### src/rtl/core/simplified_aes_block_cipher_defines.svh
// Assertion helpers shared by the cipher RTL.
`ifndef SIMPLIFIED_AES_BLOCK_CIPHER_DEFINES_SVH
`define SIMPLIFIED_AES_BLOCK_CIPHER_DEFINES_SVH

// Same-cycle implication, checked outside reset.
`define SAES_ASSERT_NOW(lbl, ante, cons) \
  lbl: assert property (@(posedge clk_i) disable iff (!rst_ni) (ante) |-> (cons)) \
    else $error("saes assertion failed");

// Next-cycle implication, checked outside reset.
`define SAES_ASSERT_NEXT(lbl, ante, cons) \
  lbl: assert property (@(posedge clk_i) disable iff (!rst_ni) (ante) |=> (cons)) \
    else $error("saes assertion failed");

`endif

### src/rtl/core/saes_pkg.sv
package saes_pkg;

  localparam int unsigned BlockW = 16;
  localparam int unsigned KeyW   = 16;

  localparam logic [7:0] RCON1 = 8'h80;
  localparam logic [7:0] RCON2 = 8'h30;

  localparam logic [3:0] ENC_MIX_A = 4'h1;
  localparam logic [3:0] ENC_MIX_B = 4'h4;
  localparam logic [3:0] DEC_MIX_A = 4'h9;
  localparam logic [3:0] DEC_MIX_B = 4'h2;

  localparam logic [0:0] MODE_ENC = 1'b0;
  localparam logic [0:0] MODE_DEC = 1'b1;

  localparam logic [3:0] FWD_SBOX [16] = '{
    4'h9, 4'h4, 4'ha, 4'hb, 4'hd, 4'h1, 4'h8, 4'h5,
    4'h6, 4'h2, 4'h0, 4'h3, 4'hc, 4'he, 4'hf, 4'h7
  };
  localparam logic [3:0] INV_SBOX [16] = '{
    4'ha, 4'h5, 4'h9, 4'hb, 4'h1, 4'h7, 4'h8, 4'hf,
    4'h6, 4'h0, 4'h2, 4'h3, 4'hc, 4'h4, 4'hd, 4'he
  };

  typedef struct packed {
    logic [KeyW-1:0] k0;
    logic [KeyW-1:0] k1;
    logic [KeyW-1:0] k2;
  } round_keys_t;

  // GF(16) multiply, modulus x^4+x+1
  function automatic logic [3:0] gf_mul(input logic [3:0] a, input logic [3:0] b);
    logic [3:0] r;
    logic [3:0] aa;
    r  = 4'h0;
    aa = a;
    for (int i = 0; i < 4; i++) begin
      if (b[i]) begin
        r = r ^ aa;
      end
      aa = {aa[2:0], 1'b0} ^ (aa[3] ? 4'h3 : 4'h0);
    end
    return r;
  endfunction

  function automatic logic [BlockW-1:0] sub_fwd(input logic [BlockW-1:0] x);
    return {FWD_SBOX[x[15:12]], FWD_SBOX[x[11:8]], FWD_SBOX[x[7:4]], FWD_SBOX[x[3:0]]};
  endfunction

  function automatic logic [BlockW-1:0] sub_inv(input logic [BlockW-1:0] x);
    return {INV_SBOX[x[15:12]], INV_SBOX[x[11:8]], INV_SBOX[x[7:4]], INV_SBOX[x[3:0]]};
  endfunction

  // swap n1 and n3
  function automatic logic [BlockW-1:0] shift_row(input logic [BlockW-1:0] x);
    return {x[15:12], x[3:0], x[7:4], x[11:8]};
  endfunction

  function automatic logic [BlockW-1:0] mix_col(input logic [BlockW-1:0] x,
                                                input logic [3:0] a,
                                                input logic [3:0] b);
    return {gf_mul(a, x[15:12]) ^ gf_mul(b, x[11:8]),
            gf_mul(b, x[15:12]) ^ gf_mul(a, x[11:8]),
            gf_mul(a, x[7:4])   ^ gf_mul(b, x[3:0]),
            gf_mul(b, x[7:4])   ^ gf_mul(a, x[3:0])};
  endfunction

  // rotate nibbles, then substitute
  function automatic logic [7:0] rot_sub(input logic [7:0] w);
    return {FWD_SBOX[w[3:0]], FWD_SBOX[w[7:4]]};
  endfunction

endpackage

### src/rtl/core/saes_key_exp.sv
module saes_key_exp (
  input  logic [saes_pkg::KeyW-1:0] key_i,
  output saes_pkg::round_keys_t     rkeys_o
);

  logic [7:0] w0, w1, w2, w3, w4, w5;

  assign w0 = key_i[15:8];
  assign w1 = key_i[7:0];
  assign w2 = w0 ^ saes_pkg::RCON1 ^ saes_pkg::rot_sub(w1);
  assign w3 = w2 ^ w1;
  assign w4 = w2 ^ saes_pkg::RCON2 ^ saes_pkg::rot_sub(w3);
  assign w5 = w4 ^ w3;

  assign rkeys_o.k0 = key_i;
  assign rkeys_o.k1 = {w2, w3};
  assign rkeys_o.k2 = {w4, w5};

endmodule

### src/rtl/core/simplified_aes_block_cipher.sv
// S-AES, 16-bit block, three-stage pipeline.
// A result reaches m_axis after passing through the x1_q, x2_q and x3_q registers in turn.
// Throughput: one block per cycle; each stage holds under backpressure.
// Reset (async, active low) empties the pipeline and clears the key to 0.
// Round keys are expanded from the key register without added latency.
module simplified_aes_block_cipher (
  input  logic                        clk_i,
  input  logic                        rst_ni,
  // key write channel
  input  logic                        cfg_valid_i,
  output logic                        cfg_ready_o,
  input  logic [saes_pkg::KeyW-1:0]   cfg_data_i,     // [15:0] cipher_key
  // input stream
  input  logic                        s_axis_tvalid_i,
  output logic                        s_axis_tready_o,
  input  logic [saes_pkg::BlockW-1:0] s_axis_tdata_i, // [15:0] data_block
  input  logic                        s_axis_tuser_i, // [0] mode
  // result stream
  output logic                        m_axis_tvalid_o,
  input  logic                        m_axis_tready_i,
  output logic [saes_pkg::BlockW-1:0] m_axis_tdata_o  // [15:0] result_block
);

  logic [saes_pkg::KeyW-1:0] key_q;
  saes_pkg::round_keys_t     rk;

  logic v1_q, v2_q, v3_q;
  logic en1, en2, en3;
  logic m1_q, m2_q;
  logic [saes_pkg::BlockW-1:0] x1_d, x1_q, x2_d, x2_q, x3_d, x3_q;
  logic [saes_pkg::BlockW-1:0] t2;

  assign cfg_ready_o = 1'b1;

  always_ff @(posedge clk_i or negedge rst_ni) begin
    if (!rst_ni) begin
      key_q <= '0;
    end else if (cfg_valid_i && cfg_ready_o) begin
      key_q <= cfg_data_i;
    end
  end

  saes_key_exp u_key_exp (
    .key_i   (key_q),
    .rkeys_o (rk)
  );

  assign en3 = !v3_q || m_axis_tready_i;
  assign en2 = !v2_q || en3;
  assign en1 = !v1_q || en2;
  assign s_axis_tready_o = en1;

  // stage 1: first key add, substitution and row shift
  always_comb begin
    if (s_axis_tuser_i == saes_pkg::MODE_DEC) begin
      x1_d = saes_pkg::sub_inv(saes_pkg::shift_row(s_axis_tdata_i ^ rk.k2));
    end else begin
      x1_d = saes_pkg::shift_row(saes_pkg::sub_fwd(s_axis_tdata_i ^ rk.k0));
    end
  end

  // stage 2: middle key add and column mix
  always_comb begin
    t2 = '0;
    if (m1_q == saes_pkg::MODE_DEC) begin
      t2   = x1_q ^ rk.k1;
      x2_d = saes_pkg::mix_col(t2, saes_pkg::DEC_MIX_A, saes_pkg::DEC_MIX_B);
    end else begin
      x2_d = saes_pkg::mix_col(x1_q, saes_pkg::ENC_MIX_A, saes_pkg::ENC_MIX_B) ^ rk.k1;
    end
  end

  // stage 3: final round
  always_comb begin
    if (m2_q == saes_pkg::MODE_DEC) begin
      x3_d = saes_pkg::sub_inv(saes_pkg::shift_row(x2_q)) ^ rk.k0;
    end else begin
      x3_d = saes_pkg::shift_row(saes_pkg::sub_fwd(x2_q)) ^ rk.k2;
    end
  end

  always_ff @(posedge clk_i or negedge rst_ni) begin
    if (!rst_ni) begin
      v1_q <= 1'b0;
      v2_q <= 1'b0;
      v3_q <= 1'b0;
    end else begin
      if (en1) v1_q <= s_axis_tvalid_i;
      if (en2) v2_q <= v1_q;
      if (en3) v3_q <= v2_q;
    end
  end

  always_ff @(posedge clk_i) begin
    if (en1) begin
      x1_q <= x1_d;
      m1_q <= s_axis_tuser_i;
    end
    if (en2) begin
      x2_q <= x2_d;
      m2_q <= m1_q;
    end
    if (en3) begin
      x3_q <= x3_d;
    end
  end

  assign m_axis_tvalid_o = v3_q;
  assign m_axis_tdata_o  = x3_q;

`include "simplified_aes_block_cipher_defines.svh"

  `SAES_ASSERT_NOW(a_stall_full, !s_axis_tready_o, v1_q && v2_q && v3_q && !m_axis_tready_i)
  `SAES_ASSERT_NEXT(a_s1_adv, v1_q && en2, v2_q)
  `SAES_ASSERT_NEXT(a_s2_adv, v2_q && en3, v3_q)
  `SAES_ASSERT_NEXT(a_in_taken, s_axis_tvalid_i && s_axis_tready_o, v1_q)

endmodule
### config.mk
export PLATFORM = sky130hd
export DESIGN_NAME = simplified_aes_block_cipher
export DESIGN_NICKNAME = d
export VERILOG_FILES = /design/src/rtl/core/saes_pkg.sv /design/src/rtl/core/saes_key_exp.sv /design/src/rtl/core/simplified_aes_block_cipher.sv
export VERILOG_INCLUDE_DIRS = /design/src /design/src/rtl/core
export SDC_FILE = /design/constraint.sdc
export NUM_CORES = 1
export LEC_CHECK = 0
export BUFFER_PORTS_ARGS = -buffer_cell sky130_fd_sc_hd__buf_4
export CORE_MARGIN = 4
export CORE_UTILIZATION = 40
export DETAILED_ROUTE_END_ITERATION = 10
export HOLD_SLACK_MARGIN = 0.02
export SYNTH_ARGS = -nofsm -noshare
export SYNTH_HDL_FRONTEND = slang
export SYNTH_SLANG_ARGS = --single-unit
### constraint.sdc
create_clock -name clk_i -period 4.4 [get_ports clk_i]
set_clock_uncertainty 0.1 [all_clocks]
set_input_delay 0.66 -clock clk_i [delete_from_list [all_inputs] [get_ports clk_i]]
set_output_delay 0.66 -clock clk_i [all_outputs]
set_load 0.02 [all_outputs]
==> impl_metrics.json, run 1 <==
{
  "status": "complete, no violations",
  "path_buf_inv": 5,
  "fin_crit_sh": 0.9604,
  "cpMaxStageDelayCell": "mux4_2",
  "place_ws_ns": 0.1056,
  "synth_top_area_cell": "edfxtp_1",
  "cts-root-buf": "clkbuf_16",
  "drive_above_1_share": 0.1824,
  "cp_max_fo": 5,
  "dr_total_vias": 5392,
  "numCtsBuffers": 9,
  "cp.required_ns": 4.41,
  "ctsHtreeMaxLevel": 3,
  "worstSetupEndpointType": "flip-flop",
  "layout_commonest_cell": "ha_1",
  "rsz0062_at_grt": "no",
  "coreArea_sq_um": 18150,
  "grt_overflow_total": 0,
  "wl_per_cell_microns": 16.62,
  "die-area_sq_um": 20910,
  "finalSetupViolCount": 0,
  "wl_mm": 17.75,
  "critPathMaxStageDelay_ns": 0.52,
  "cts_tree": "built",
  "ios": 57,
  "slew_headroom": 0.3744,
  "tightest_slew_ns": 0.9353,
  "grt.total_usage": 0.1740,
  "yosys.cell_types.count": 66,
  "layout_common_cells": "ha_1 (96), xnor2_1 (91), buf_4 (81)",
  "synth_top_area_share": 0.2011,
  "n_fill_cell": 1748,
  "via_per_inst": 5.049,
  "diodes": 0,
  "multiInputGateArea_sq_um": 5137,
  "power_density_nw_per_um2": 830.8,
  "synth_area_leaders": "edfxtp_1 (20%), ha_1 (16%), xnor2_1 (11%)",
  "drc": 0,
  "first_iter_violations": 388,
  "drv_cap": 0,
  "synth_area_per_cell_sq_um": 9.558,
  "cp_cell_sequence": "inv_1 -> ha_1 -> inv_1 -> mux4_2 -> xnor2_2 -> inv_2 -> ha_1 -> inv_1 -> or3b_2 -> o221a_2 -> xnor2_2 -> xnor2_2 -> inv_2 -> ha_1 -> nor2b_1 -> a211o_1 -> a22o_1",
  "hold_viol": 0,
  "fin_crit_ns": 4.226,
  "globalplace.congestion": 0.9082,
  "fmax_mhz": 236.6,
  "initial_utilization": 0.4113,
  "netlist_area_sq_um": 7465,
  "dp_hpwl_mm": 13.83,
  "layout.cells.non_filler": 1068,
  "tns_ns": 0,
  "synthArstFlopShare": 0.2754,
  "critPathTopFamily": "adder cells",
  "drtAntennaViolNets": 0,
  "clk_pin_slew_ns": 0.06,
  "synth_edf_count": 50,
  "ys_ff_latch": 69,
  "crit_arrival_ns": 4.23,
  "drt_pre_antenna_iters": 5,
  "die_y_microns": 144.6,
  "clock_path_buffers": 2,
  "synth_cells": 781,
  "final_nets": 968,
  "vdd_drop_max_v": 0.0003002,
  "syn_nets": 915,
  "grt_pass1_wl_mm": 27.84,
  "maxSlewViolCount": 0,
  "p_leak_nw": 3.645,
  "num_rows": 49,
  "ys_seq_area_frac": 0.2648,
  "worst_slack_ns": 0.1742,
  "portBuffers": 55,
  "crit_type": "flip-flop to flip-flop",
  "placed_cells": 1051,
  "grt_max_degree": 33,
  "die_x_microns": 144.6,
  "clock_sinks": 69,
  "antenna_found_initial": 0,
  "ys_warn_count": 0,
  "final_util": 0.4688,
  "ys.flop_type": "edfxtp_1",
  "area_delta_synth_final_pct": 13.96,
  "min_path_type": "input port to async pin",
  "clkLatencyLatePin_ns": 0.35,
  "grt_pass1_vias": 5048,
  "ff_latch_area_sq_um": 1977,
  "crit_path_start_kind": "flip-flop"
}
-- routing by layer --
| metal | global-route usage | routed length [microns] | vias to the layer above |
|---|---|---|---|
| li1 | - | - | 2778 |
| met1 | 0.2526 | 8942 | 2506 |
| met2 | 0.2729 | 7995 | 93 |
| met4 | 0.05351 | 263 | 0 |
| met5 | 0 | 0 | - |
| met3 | 0.01885 | 547 | 15 |
-- worst register-to-register path: stages (launching register included) --
cell and delay (ns):
dfrtp_1 0.34, inv_1 0.12, ha_1 0.33, inv_1 0.04, mux4_2 0.52, xnor2_2 0.21, inv_2 0.12, ha_1 0.18
inv_1 0.04, or3b_2 0.45, o221a_2 0.18, xnor2_2 0.18, xnor2_2 0.29, inv_2 0.10, ha_1 0.19, nor2b_1 0.13
a211o_1 0.27, a22o_1 0.21
-- where the power goes --
part | total (mW) | switching (mW) | internal (mW)
sequential | 1.51 | 0.371 | 1.14
combinational | 4.77 | 2.60 | 2.18
clock | 0.780 | 0.289 | 0.491
total | 7.07 | 3.26 | 3.81
-- cell families after synthesis --
family          Yosys count  share of synthesized area
compound gates          156                     0.1363
xor+xnor                162                     0.2090
fa+ha+maj                96                     0.1609
buf+inv                  90                    0.04894
flops                    69                     0.2648
mux                      50                    0.08263
other cells               1                  0.0005024
simple gates            157                    0.09688
-- sequential cells by signal, summed over array words and instances, names as in the netlist --
signal           count
m1_q                 1
key_q               16
m_axis_tdata_o      16
x2_q                16
v1_q                 1
x1_q                16
v2_q                 1
m2_q                 1
m_axis_tvalid_o      1
-- cell usage after synthesis, drive strengths merged (3+ instances only) --
library cell  count
edfxtp           50
or3b              3
o22ai             8
buf               7
dfrtp            19
mux2             20
or2               3
nand2            51
nor2b             4
nor2             52
nand3b            7
o21ai            52
xnor2           104
nor3b             3
nand2b            6
o31ai             7
a21oi            45
a211oi           11
inv              51
mux2i            24
ha               96
xor2             57
nand3             5
a31oi             6
mux4              6
o21a              3
o211ai            8
clkbuf           32
nor3             18
-- repair_timing --
item | CTS | global route
gates resized for setup | 0 | 2
buffers inserted | 0 | 1
endpoints found under the hold margin | 0 | 0
hold buffers | 0 | 0
endpoints found under the setup margin | 0 | 2
-- path summary, 6_finish.rpt --
check | startpoint | to | slack, ns | cells after the start
setup / recovery | key_q[0] | x1_q[2] | 0.17 | 17
min in group clk_i | v1_q | v2_q | 0.37 | 1
hold / removal | rst_ni | key_q[9] | 0.09 | 1
max in group asynchronous | rst_ni | key_q[1] | 3.88 | 1
hold reg to reg | v1_q | v2_q | 0.37 | 1
setup reg to reg | key_q[0] | x1_q[2] | 0.17 | 17
-- cell type report --
| type | instances | share of cell area |
|---|---|---|
| clock inverters | 6 | 0.009119 |
| clock buffers | 10 | 0.02692 |
| well taps | 229 | 0.03368 |
| multi-input cells | 622 | 0.6039 |
| inverters | 51 | 0.02250 |
| flip-flops and latches | 69 | 0.2324 |
| repair buffers | 81 | 0.07148 |
-- metrics by stage --
stage	instance area [sq um]	power [mW]	hold slack, ns
after floorplan	7472	5.130	0.2644
after global placement	8185	6.231	0.3520
after detailed placement	8185	6.263	0.3566
after CTS	8492	7.066	0.09267
after global routing	8507	7.684	0.1050
final	8507	7.067	0.08946
No activity file was read; power rests on OpenSTA's default activity.
==> inputs of run 2 (changes only) <==
ABC_AREA = 1   (was not set)
clock period = 3.9 ns   (was 4.4 ns; I/O delays follow)
==> impl_metrics.json, run 2 <==
{
  "dr_total_vias": 7382,
  "synth_cells": 1118,
  "cpMaxStageDelayCell": "dfrtp_1",
  "antenna_found_initial": 0,
  "critPathTopFamily": "simple AND/OR/NAND/NOR gates",
  "ys_seq_area_frac": 0.2452,
  "postCtsSetupRepairBufs": 0,
  "fin_crit_sh": 0.9315,
  "drc": 0,
  "grt_pass1_wl_mm": 36.23,
  "synth_area_leaders": "edfxtp_1 (19%), ha_1 (15%), nand2_1 (12%)",
  "clkLatencyLatePin_ns": 0.35,
  "cts_tree": "built",
  "worstSetupEndpointType": "flip-flop",
  "grt.total_usage": 0.2067,
  "fmax_mhz": 275.3,
  "via_per_inst": 5.112,
  "worst_slack_ns": 0.2673,
  "p_int_mw": 3.084,
  "crit_path_start_kind": "flip-flop",
  "combPwrFrac": 0.639,
  "fin_crit_ns": 3.633,
  "clock_sinks": 69,
  "power_density_nw_per_um2": 695.2,
  "drt_pre_antenna_iters": 5,
  "synth_area_per_cell_sq_um": 7.211,
  "tns_ns": 0,
  "clk_pin_slew_ns": 0.06,
  "numCtsBuffers": 9,
  "status": "complete, no violations",
  "synth_commonest_cells": "nand2_1 (264), nand3_1 (111), inv_1 (106), ha_1 (96), o21ai_0 (84)",
  "layout_common_cells": "nand2_1 (264), nand3_1 (111), inv_1 (106)",
  "num_rows": 51,
  "ctsHtreeMaxLevel": 3,
  "yosysMostFrequentCell": "nand2_1",
  "synth_edf_count": 50,
  "grt_pass1_vias": 6915,
  "die_x_microns": 150.0,
  "ios": 57,
  "synth_top_area_share": 0.1862,
  "hold_viol": 0,
  "drv_cap": 0,
  "p_clk_frac": 0.121,
  "clock_path_buffers": 2,
  "cp.required_ns": 3.89,
  "netlist_area_sq_um": 8061,
  "wl_per_cell_microns": 15.72,
  "wl_mm": 22.69,
  "crit_arrival_ns": 3.62,
  "critPathMaxStageDelay_ns": 0.54,
  "grt_max_degree": 33,
  "synthArstFlopShare": 0.2754,
  "maxSlewViolCount": 0,
  "cp_cell_sequence": "inv_2 -> ha_1 -> nand2_1 -> nand3_2 -> nand2_2 -> nand2_2 -> nand3_1 -> nand2_2 -> ha_1 -> inv_1 -> nand2_1 -> nand3_2 -> nand2_2 -> xor2_2 -> inv_1 -> ha_1 -> or2_0 -> nand3_1 -> nand2_1 -> nand2_1 -> nand2_1",
  "first_iter_violations": 484,
  "diodes": 0,
  "tightest_slew_ns": 0.7415,
  "cts-root-buf": "clkbuf_16",
  "drtAntennaViolNets": 0,
  "die-area_sq_um": 22490,
  "cpMostUsedCell": "nand2_1",
  "netSwitchingPower_mw": 3.207,
  "rsz0062_at_grt": "no",
  "drive_above_1_share": 0.1535,
  "p_leak_nw": 4.426,
  "coreArea_sq_um": 19650,
  "die_y_microns": 150.0,
  "synth_top_area_cell": "edfxtp_1",
  "finalSetupViolCount": 0,
  "dp_hpwl_mm": 18.24,
  "switching_share": 0.5098,
  "vdd_drop_max_v": 0.0002182,
  "ys_ff_latch": 69,
  "final_nets": 1308,
  "area_delta_synth_final_pct": 12.26,
  "cp_max_fo": 8,
  "min_path_type": "input port to flip-flop",
  "ys_warn_count": 0,
  "initial_utilization": 0.4102,
  "grt_overflow_total": 0,
  "place_ws_ns": 0.2429,
  "path_buf_inv": 3,
  "seqPwrFrac": 0.240,
  "slew_headroom": 0.5045,
  "syn_nets": 1252,
  "portBuffers": 55,
  "crit_type": "flip-flop to flip-flop",
  "ys.flop_type": "edfxtp_1",
  "layout_commonest_cell": "nand2_1",
  "yosys.cell_types.count": 45,
  "globalplace.congestion": 0.9141
}
-- run 2: timing repair --
item / CTS / global route
endpoints found under the setup margin: 0 / 2
gates resized for setup: 0 / 1
hold buffers: 1 / 0
hold endpoints to repair: 5 / 0
-- run 2: worst min-delay path, delay by kind of cell --
family | cells | cell delay, ns
buf+inv | 2 | 0.10
simple gates | 1 | 0.05
-- run 2: layout make-up --
type                       count  area, sq um
timing repair buffer          66        498.0
inverter                     127        481.7
clock buffer                  14        254.0
tap                          265        331.6
sequential                    69         1978
fill                        2044        10600
multi-input combinational    901         5497
clock inverter                 2        10.01
-- run 2: power by group through the flow --
stage	logic [mW]	registers [mW]	clock network (mW)
CTS	3.99	1.51	0.777
detailed placement	3.97	1.52	0
global placement	3.96	1.52	0
floorplan	2.94	1.50	0
finish	4.02	1.51	0.763
global route	4.56	1.55	0.817
-- run 2: path summary, 6_finish.rpt --
path / from / endpoint / slack [ns] / depth (start not counted)
min: s_axis_tvalid_i / v1_q / 0.34 / 3
max reg2reg: key_q[5] / x1_q[4] / 0.27 / 21
max in group asynchronous: rst_ni / key_q[3] / 2.90 / 2
min in group asynchronous: rst_ni / key_q[4] / 0.56 / 2
max: key_q[5] / x1_q[4] / 0.27 / 21
min reg2reg: v2_q / m_axis_tvalid_o / 0.34 / 2
-- run 2: per-layer routing --
| layer | global-route usage | wire [microns] | up-vias |
|---|---|---|---|
| met2 | 0.3285 | 10060 | 196 |
| met5 | 0 | 0 | - |
| met1 | 0.2872 | 10780 | 3371 |
| met4 | 0.07457 | 642 | 0 |
| li1 | - | - | 3778 |
| met3 | 0.02816 | 1208 | 37 |
-- run 2: through the flow --
step / hold WS, ns / instances / util / instance area, sq um / power, mW
final: 0.3378 / 1444 / 0.4605 / 9050 / 6.291
after global routing: 0.3538 / 1444 / 0.4605 / 9050 / 6.926
after CTS: 0.3280 / 1444 / 0.4604 / 9049 / 6.276
after detailed placement: 0.3333 / 1427 / 0.4465 / 8775 / 5.489
after global placement: 0.3257 / 1427 / 0.4465 / 8775 / 5.478
after floorplan: 0.1894 / 1118 / - / 8061 / 4.437
-- run 2: cells by family after synthesis --
kind of cell             share of synthesized area
AND/OR/NAND/NOR                             0.3149
AO/OA/AOI/OAI                               0.1198
buffers and inverters                      0.07295
adder cells (fa/ha/maj)                     0.1490
XOR/XNOR                                   0.09763
flip-flops                                  0.2452
other                                    0.0004652
==> inputs of run 3 (changes only) <==
SETUP_SLACK_MARGIN = 0.5   (was not set)
==> impl_metrics.json, run 3 (synthesis results as in run 2) <==
{
  "via_per_inst": 5.144,
  "layout_commonest_cell": "nand2_1",
  "die_x_microns": 150.0,
  "globalplace.congestion": 0.9141,
  "ios": 57,
  "initial_utilization": 0.4102,
  "slew_headroom": 0.4944,
  "power_mw": 6.556,
  "worstSetupEndpointType": "flip-flop",
  "antenna_found_initial": 0,
  "layout.cells.non_filler": 1475,
  "grt_overflow_total": 0,
  "clock_path_buffers": 2,
  "grt_pass1_wl_mm": 36.38,
  "grt_max_degree": 33,
  "wl_mm": 23.45,
  "ctsHtreeMaxLevel": 3,
  "rsz0062_at_grt": "yes",
  "die-area_sq_um": 22490,
  "area_delta_synth_final_pct": 18.76,
  "dp_hpwl_mm": 18.24,
  "critPathMaxStageDelay_ns": 0.43,
  "crit_type": "flip-flop to flip-flop",
  "tightest_slew_ns": 0.7566,
  "n_fill_cell": 1996,
  "clk_pin_slew_ns": 0.06,
  "drive_above_1_share": 0.2033,
  "fin_crit_ns": 3.265,
  "drt_pre_antenna_iters": 5,
  "wl_met1_mm": 10.94,
  "drtAntennaViolNets": 0,
  "num_rows": 51,
  "min_path_type": "input port to flip-flop",
  "clock_sinks": 69,
  "vdd_drop_max_v": 0.0002288,
  "coreArea_sq_um": 19650,
  "finalSetupViolCount": 0,
  "cp_cell_sequence": "buf_6 -> ha_1 -> inv_1 -> nand2_1 -> nand3_2 -> nand2_1 -> nand2_2 -> nand2_4 -> nand2_2 -> nand2_4 -> ha_1 -> inv_1 -> nand2_1 -> nand3_2 -> nand2_4 -> buf_12 -> xor2_4 -> inv_2 -> ha_1 -> o21ai_1 -> o21ai_1 -> nand2_1 -> nand2_1",
  "power_density_nw_per_um2": 684.7,
  "final_nets": 1339,
  "wl_met2_mm": 10.64,
  "wl_per_cell_microns": 15.90,
  "cpMostUsedCell": "nand2_1",
  "cts_tree": "built",
  "crit_arrival_ns": 3.24,
  "fmax_mhz": 306.3,
  "layout_common_cells": "nand2_1 (254), inv_1 (103), nand3_1 (99)",
  "portBuffers": 55,
  "hold_viol": 0,
  "diodes": 0,
  "dr_total_vias": 7588,
  "maxSlewViolCount": 0,
  "grt.total_usage": 0.2076,
  "cpMaxStageDelayCell": "dfrtp_1",
  "highest-signal-layer": "met4",
  "tns_ns": 0,
  "first_iter_violations": 421,
  "p_leak_nw": 4.644,
  "cp.required_ns": 3.88,
  "cp_max_fo": 6,
  "die_y_microns": 150.0,
  "drc": 0,
  "crit_path_start_kind": "flip-flop",
  "cts-root-buf": "clkbuf_16",
  "wl_met3_mm": 1.308,
  "status": "complete, no violations",
  "numCtsBuffers": 9,
  "placed_cells": 1427,
  "clkLatencyLatePin_ns": 0.35,
  "drv_cap": 0,
  "fin_crit_sh": 0.8371,
  "grt_pass1_vias": 6930
}
==> run 3: changes by cell type in the layout (fill, tap and decap cells not counted), sizes merged <==
cell  change
buf      +31
==> run 3: layer usage <==
metal,global-route usage,vias to the layer above
met3,0.02907,30
met2,0.3343,221
met5,0,-
met4,0.06587,0
li1,-,3846
met1,0.2880,3491
==> run 3: path summary, 6_finish.rpt <==
check                           cells after the start  slack (ns)             from               to
min in group asynchronous                           2        0.55           rst_ni         key_q[4]
worst max register to register                     23        0.64         key_q[0]         x1_q[10]
worst max-delay path                               23        0.64         key_q[0]         x1_q[10]
worst min register to register                      2        0.34             v2_q  m_axis_tvalid_o
max in group asynchronous                           2        2.91           rst_ni         key_q[6]
worst min-delay path                                3        0.34  s_axis_tvalid_i             v1_q
==> run 3: repair_timing <==
item                                    4_1_cts  5_1_grt
endpoints found under the setup margin       14       17
pin swaps                                     4       14
setup buffers                                 9       22
resized for setup                            19       44
hold buffers                                  1        0
hold endpoints to repair                      5        0
==> run 3: power by group <==
part           switching [mW]  internal [mW]  leakage [nW]  total (mW)
Sequential              0.319           1.20         0.734        1.51
Clock                   0.319          0.447         0.131       0.766
Combinational            2.68           1.60          3.78        4.28
Total                    3.31           3.24          4.64        6.56
==> run 3: area by class of cell <==
| type | instances | area, sq um | share of cell area |
|---|---|---|---|
| Multi-Input combinational cell | 901 | 5748 | 0.6004 |
| Sequential cell | 69 | 1981 | 0.2069 |
| Timing Repair Buffer | 97 | 758.2 | 0.07919 |
| Inverter | 127 | 491.7 | 0.05136 |
| Tap cell | 265 | 331.6 | 0.03463 |
| Clock buffer | 14 | 254.0 | 0.02653 |
| Clock inverter | 2 | 10.01 | 0.001045 |
==> run 3: worst max-delay path: cells and delay by family (launching register included) <==
family	cells	cell delay [ns]
flops	1	0.43
simple gates	12	0.95
buf+inv	5	0.46
xor+xnor	1	0.23
fa+ha+maj	3	0.63
compound gates	2	0.19
==> run 3: stage by stage <==
stage / worst slack, ns / util / hold slack, ns / area (sq um)
2_1_floorplan: 0.6129 / - / 0.1894 / 8061
3_3_place_gp: 0.3306 / 0.4465 / 0.3257 / 8775
3_5_place_dp: 0.2429 / 0.4465 / 0.3333 / 8775
4_1_cts: 0.5056 / 0.4678 / 0.3280 / 9194
5_1_grt: 0.4564 / 0.4871 / 0.3538 / 9574
6_report: 0.6354 / 0.4871 / 0.3375 / 9574
